==> config.mk <==
export PLATFORM = sky130hd
export DESIGN_NAME = ccl_ctrl
export DESIGN_NICKNAME = d
export VERILOG_FILES = /design/src/hw/rtl/ccl_pkg.sv /design/src/hw/rtl/ccl_ctrl.sv
export SDC_FILE = /design/constraint.sdc
export NUM_CORES = 1
export LEC_CHECK = 0
export BUFFER_PORTS_ARGS = -buffer_cell sky130_fd_sc_hd__buf_2
export CORE_ASPECT_RATIO = 0.7
export CORE_UTILIZATION = 40
export DETAILED_ROUTE_END_ITERATION = 8
export GPL_TIMING_DRIVEN = 1
export MAX_ROUTING_LAYER = met4
export PLACE_DENSITY = 0.71
export SLEW_MARGIN = 40
export SYNTH_ARGS = -nofsm -noshare
export SYNTH_HDL_FRONTEND = slang
export SYNTH_SLANG_ARGS = --single-unit
==> constraint.sdc <==
create_clock -name clk -period 3 [get_ports clk]
set_input_delay 0.6 -clock clk [delete_from_list [all_inputs] [get_ports clk]]
set_output_delay 0.6 -clock clk [all_outputs]
set_load 0.01 [all_outputs]
==> src/hw/rtl/ccl_pkg.sv <==
// ----------------------------------------------------------------------------
// ccl_pkg
// Shared constants, codes, state type and command/status structs of the
// cross-covariance loss unit.
// ----------------------------------------------------------------------------
`default_nettype none

package ccl_pkg;

  // Batch and store geometry
  localparam int MAX_SAMPLES = 64;
  localparam int MAX_DIM_X   = 32;
  localparam int MAX_DIM_Y   = 32;
  localparam int SAMPLE_W    = 6;
  localparam int FEAT_W      = 5;
  localparam int ADDR_W      = SAMPLE_W + FEAT_W;
  localparam int STORE_DEPTH = MAX_SAMPLES * MAX_DIM_X;

  // Field and register widths
  localparam int VALUE_W    = 16;
  localparam int NUM_W      = 7;
  localparam int DIM_W      = 6;
  localparam int CFG_IDX_W  = 2;
  localparam int CFG_DATA_W = 7;
  localparam int OP_W       = 2;

  // Stream widths
  localparam int IN_TDATA_W  = 32;
  localparam int OUT_TDATA_W = 56;

  // Datapath widths
  localparam int SUM_W    = 23;  // per-feature batch sum
  localparam int SCALED_W = 24;  // N * value
  localparam int DIFF_W   = 24;  // centred value times N
  localparam int PROD_W   = 48;
  localparam int ACC_W    = 52;
  localparam int NSQ_W    = 14;
  localparam int N3_W     = 19;
  localparam int DVD_W    = 53;
  localparam int QUOT_W   = 33;
  localparam int SQ_W     = 66;
  localparam int TOTAL_W  = 76;
  localparam int RSHIFT   = 17;
  localparam int ROUND_W  = TOTAL_W - RSHIFT;
  localparam int LOSS_W   = 48;

  // Operation codes
  localparam logic [OP_W-1:0] OP_LOAD_X  = 2'd0;
  localparam logic [OP_W-1:0] OP_LOAD_Y  = 2'd1;
  localparam logic [OP_W-1:0] OP_COMPUTE = 2'd2;

  // Register indexes
  localparam logic [CFG_IDX_W-1:0] REG_NUM_SAMPLES = 2'd0;
  localparam logic [CFG_IDX_W-1:0] REG_DIM_X       = 2'd1;
  localparam logic [CFG_IDX_W-1:0] REG_DIM_Y       = 2'd2;

  typedef enum logic [3:0] {
    ST_IDLE,
    ST_SUMX_RUN,
    ST_SUMX_DRAIN,
    ST_SUMY_RUN,
    ST_SUMY_DRAIN,
    ST_COV_RUN,
    ST_COV_DRAIN,
    ST_COV_ABS,
    ST_DIV_WAIT,
    ST_SQR_ACC,
    ST_ROUND,
    ST_FINISH
  } ctrl_state_t;

  typedef struct packed {
    logic                issue;
    logic                cov;
    logic                sel_y;
    logic                clear_acc;
    logic                store_sum;
    logic                div_start;
    logic                sqr_step;
    logic                sqr_acc;
    logic                clear_total;
    logic                round_step;
    logic                finish;
    logic [SAMPLE_W-1:0] sample;
    logic [FEAT_W-1:0]   fi;
    logic [FEAT_W-1:0]   fj;
  } dp_cmd_t;

  typedef struct packed {
    logic pipe_busy;
    logic div_done;
  } dp_stat_t;

  typedef struct packed {
    logic               we_x;
    logic               we_y;
    logic [ADDR_W-1:0]  addr;
    logic [VALUE_W-1:0] value;
  } load_req_t;

endpackage

`default_nettype wire

==> src/hw/rtl/ccl_ctrl.sv <==
// ----------------------------------------------------------------------------
// ccl_ctrl
// Sequencer: walks sums, cross products, division and squaring per entry.
// ----------------------------------------------------------------------------
`default_nettype none

module ccl_ctrl (
  input  wire logic                       clk,
  input  wire logic                       rst,
  input  wire logic                       start,
  input  wire logic [ccl_pkg::NUM_W-1:0]  n_use,
  input  wire logic [ccl_pkg::DIM_W-1:0]  nx_use,
  input  wire logic [ccl_pkg::DIM_W-1:0]  ny_use,
  input  wire logic                       out_free,
  input  wire ccl_pkg::dp_stat_t          stat,
  output ccl_pkg::dp_cmd_t                cmd,
  output logic                            ready
);
  import ccl_pkg::*;

  ctrl_state_t         state, state_next;
  logic [SAMPLE_W-1:0] s_cnt, s_cnt_next;
  logic [FEAT_W-1:0]   fi, fi_next;
  logic [FEAT_W-1:0]   fj, fj_next;
  logic [NUM_W-1:0]    n_m1;
  logic [DIM_W-1:0]    nx_m1, ny_m1;
  logic [SAMPLE_W-1:0] n_last;
  logic [FEAT_W-1:0]   nx_last, ny_last;

  assign n_m1    = n_use - NUM_W'(1);
  assign nx_m1   = nx_use - DIM_W'(1);
  assign ny_m1   = ny_use - DIM_W'(1);
  assign n_last  = n_m1[SAMPLE_W-1:0];
  assign nx_last = nx_m1[FEAT_W-1:0];
  assign ny_last = ny_m1[FEAT_W-1:0];

  // State and loop counters
  always_ff @(posedge clk) begin
    if (rst) begin
      state <= ST_IDLE;
      s_cnt <= '0;
      fi    <= '0;
      fj    <= '0;
    end else begin
      state <= state_next;
      s_cnt <= s_cnt_next;
      fi    <= fi_next;
      fj    <= fj_next;
    end
  end

  // Next state and commands
  always_comb begin
    state_next = state;
    s_cnt_next = s_cnt;
    fi_next    = fi;
    fj_next    = fj;
    cmd        = '0;
    cmd.sample = s_cnt;
    cmd.fi     = fi;
    cmd.fj     = fj;
    ready      = 1'b0;
    unique case (state)
      ST_IDLE: begin
        ready = 1'b1;
        if (start) begin
          cmd.clear_acc   = 1'b1;
          cmd.clear_total = 1'b1;
          s_cnt_next      = '0;
          fi_next         = '0;
          fj_next         = '0;
          state_next      = ST_SUMX_RUN;
        end
      end
      ST_SUMX_RUN: begin
        cmd.issue = 1'b1;
        if (s_cnt == n_last) begin
          s_cnt_next = '0;
          state_next = ST_SUMX_DRAIN;
        end else begin
          s_cnt_next = s_cnt + SAMPLE_W'(1);
        end
      end
      ST_SUMX_DRAIN: begin
        if (!stat.pipe_busy) begin
          cmd.store_sum = 1'b1;
          cmd.clear_acc = 1'b1;
          if (fi == nx_last) begin
            fi_next    = '0;
            state_next = ST_SUMY_RUN;
          end else begin
            fi_next    = fi + FEAT_W'(1);
            state_next = ST_SUMX_RUN;
          end
        end
      end
      ST_SUMY_RUN: begin
        cmd.issue = 1'b1;
        cmd.sel_y = 1'b1;
        if (s_cnt == n_last) begin
          s_cnt_next = '0;
          state_next = ST_SUMY_DRAIN;
        end else begin
          s_cnt_next = s_cnt + SAMPLE_W'(1);
        end
      end
      ST_SUMY_DRAIN: begin
        cmd.sel_y = 1'b1;
        if (!stat.pipe_busy) begin
          cmd.store_sum = 1'b1;
          cmd.clear_acc = 1'b1;
          if (fj == ny_last) begin
            fj_next    = '0;
            state_next = ST_COV_RUN;
          end else begin
            fj_next    = fj + FEAT_W'(1);
            state_next = ST_SUMY_RUN;
          end
        end
      end
      ST_COV_RUN: begin
        cmd.issue = 1'b1;
        cmd.cov   = 1'b1;
        if (s_cnt == n_last) begin
          s_cnt_next = '0;
          state_next = ST_COV_DRAIN;
        end else begin
          s_cnt_next = s_cnt + SAMPLE_W'(1);
        end
      end
      ST_COV_DRAIN: begin
        cmd.cov = 1'b1;
        if (!stat.pipe_busy) begin
          state_next = ST_COV_ABS;
        end
      end
      ST_COV_ABS: begin
        cmd.div_start = 1'b1;
        state_next    = ST_DIV_WAIT;
      end
      ST_DIV_WAIT: begin
        if (stat.div_done) begin
          cmd.sqr_step = 1'b1;
          state_next   = ST_SQR_ACC;
        end
      end
      ST_SQR_ACC: begin
        cmd.sqr_acc   = 1'b1;
        cmd.clear_acc = 1'b1;
        if (fj == ny_last) begin
          fj_next = '0;
          if (fi == nx_last) begin
            state_next = ST_ROUND;
          end else begin
            fi_next    = fi + FEAT_W'(1);
            state_next = ST_COV_RUN;
          end
        end else begin
          fj_next    = fj + FEAT_W'(1);
          state_next = ST_COV_RUN;
        end
      end
      ST_ROUND: begin
        cmd.round_step = 1'b1;
        state_next     = ST_FINISH;
      end
      ST_FINISH: begin
        if (out_free) begin
          cmd.finish = 1'b1;
          state_next = ST_IDLE;
        end
      end
      default: begin
        state_next = ST_IDLE;
      end
    endcase
  end

endmodule

`default_nettype wire

==> summary.md <==
| Metric | Value |
|---|---|
| All-layer global routing usage | 20.4% |
| Final hold viol count | 0 |
| Share of cells above drive strength 1 | 23.2% |
| Die height | approximately 58 µm |
| Hold/Removal Path Class | reg -> reg |
| Rel. slew slack | 57.1% |
| CP required | 2400 ps |
| Pwr/cell area | approximately 470 mW/mm² |
| Peak Freq | 405 MHz |
| Hold buffer count at cts | 0 |
| CP Capture Type | output pin |
| IO Port Bufs | 49 |
| Fin nets | 308 |
| Syn_nets | between 200 and 300 |
| Sequential cell area fraction in the yosys report | 22.6% |
| Max Buffers Root-to-Sink | 2 |
| Die width | 81.5 µm |
| CTS Buf Count | 3 |
| DP Cell Count | 324 |
| Dpl ws | 319 ps |
| Worst Max-Slew Pin Slew | 643 ps |
| CTS tree | done |
| WL per Instance | about 14 µm |
| Met3 Usage GRT | under 10% |
| Largest stage delay on the critical path | 720 ps |
| Grt total ovfl | 0 |
| Rows | 19 |
| Worst-path clk slew | 80 ps |
| Post-synth EDFFs | 0 |
| Placed instance area | 0.00206 mm² |
| Gpl congestion | approximately 0.83 |
| Most frequent cell after synthesis | dfxtp_1 |
| WS Path Type | reg -> out |
| Slew Limit Fails | 0 |
| Main area contributors after synthesis | dfxtp_1 (23%), xnor2_1 (4.9%), xor2_1 (4.5%) |
| # Post-CTS Setup Buffers | 0 |
| Commonest cells in the netlist | dfxtp_1 (20), nor2_1 (19), inv_1 (17) |
| Outcome | complete, no violations |
| Total iterations of the first detailed-routing run | 4 |
| Max Fanout on Critical Path | 16 |
| Worst path cell trace | nor4_1 -> and2_1 -> or3_1 -> buf_2 |
| M2 GR Usage | 28.1% |
| Worst Hold Depth | 2 |
| Final setup margin | between 500 and 600 ps |
| Ys Warns | 0 |
| HPWL Detailed | 3.44 mm |
| Final WL | 4.54 mm |
| Largest net degree at the start of global routing | 23 |
| RSZ-0062 raised after global routing | no |
| CP Launch Type | flip-flop |
| Pleak | 0.947 nW |
| Worst hold margin | 514 ps |
| Most Used Layer, Global Route | met1 |
| Root buffer cell | clkbuf_8 |
| Share of the synthesized area in the top cell type | 22.6% |
| Global-route wire length before repair | 7.26 mm |
| Finished Cell Area | 0.00213 mm² |
| Unique masters post-synth | 54 |
| DRT iter0 DRCs | 140 |
| Post-Synthesis Cells | 231 |
| Final Non-Filler Cells | 328 |
| DIE AREA | 0.00470 mm² |
| Total Power | 1.01 mW |
| Tmin final | 2470 ps |
| Vias | 1863 |
| Critical Path AT | 1870 ps |
| Peak supply drop | around 0.00025 V |
| CP max-delay cell | dfxtp_1 |
| Number of max-cap violations | 0 |
| Ys flop type | dfxtp_1 |
| Htree depth | 1 |
| Number of global-route vias before repair | 1541 |
| Mapped Avg Cell Area | 7.66 µm² |
| Area growth, synth to finish | 20.4% |
| Post-CTS Resized | 0 |
| Initial Util | a little over two fifths |
| Flop and latch count out of synthesis | 20 |
| Via/cell ratio | around 5.7 |
| Core box area | 0.00409 mm² |
| Post-Syn Area | approximately 0.0018 mm² |
| TNS Setup | 0 ps |
| Clock Sink Count | 20 |
| Initial antenna violation count | 0 |
| Post-synth top area cell | dfxtp_1 |
| Util after Layout | 52.1% |
| Clk_lat worst skew | 260 ps |
| Number of antenna diodes | 0 |
| Setup violations, final | 0 |
| Setup Skew | 3.26 ps |
| GR Util met1 | a little over 30% |
| DRT antenna net count | 0 |
| Async SR Flop Fraction | 0% |
| Final period util | about 80% |
| Num ports | 53 |
| Drt drc | 0 |
| Register-to-Register Path Depth | 5 |
critical path: cells and delay by family (launching register included):
kind                   cells  cell delay (ps)
and+or+nand+nor            3              750
DFF                        1              720
buffers and inverters      1              140
cells by family after synthesis:
logic type / Yosys count / share of synthesized area, %
compound gates: 67 / 28.3
xor+xnor: 19 / 9.40
fa+ha+maj: 6 / 4.24
buf+inv: 28 / 6.08
flops: 20 / 22.6
mux: 3 / 1.70
simple gates: 88 / 27.7
flip-flops by register name, summed over array words and instances, names as in the netlist:
name	flops
fj	5
fi	5
state	4
s_cnt	6
cells in the final DEF, fill, tap and decap left out, types with 5 or more instances in the layout:
master	synthesis	routed
a211oi_1	5	5
a21oi_1	15	15
and3_1	6	6
buf_2	2	49
dfxtp_1	20	20
ha_1	6	6
inv_1	17	17
nand2_1	10	10
nand2b_1	7	7
nand3_1	11	11
nor2_1	19	19
nor2b_1	6	6
nor3_1	5	5
o21ai_0	8	8
o21ai_1	6	6
or3_1	5	5
xnor2_1	10	10
xor2_1	9	9
report_power, final:
part	internal (mW)	switching [mW]
Combinational	0.164	0.248
Clock	0.178	0.0941
Sequential	0.282	0.0449
Total	0.624	0.387
layer usage:
metal,up-vias,routed length [µm]
met5,-,0
met4,0,0
met3,0,275
met2,51,1870
met1,875,2390
li1,937,-
path summary, 6_finish.rpt:
path	start	to	slack (ps)
setup / recovery	state[0]	cmd[23]	530
hold / removal	fi[4]	fi[4]	510
setup reg to reg	state[0]	s_cnt[4]	620
hold reg to reg	fi[4]	fi[4]	510
final cells by class:
cell class	instances	area, µm²
fillers	426	1960
multi-input cells	183	1260
flip-flops and latches	20	400
repair buffers	52	268
well taps	52	65.1
inverters	17	63.8
clock buffers	3	41.3
clock inverters	1	30.0
(Power assumes the default switching activity.)
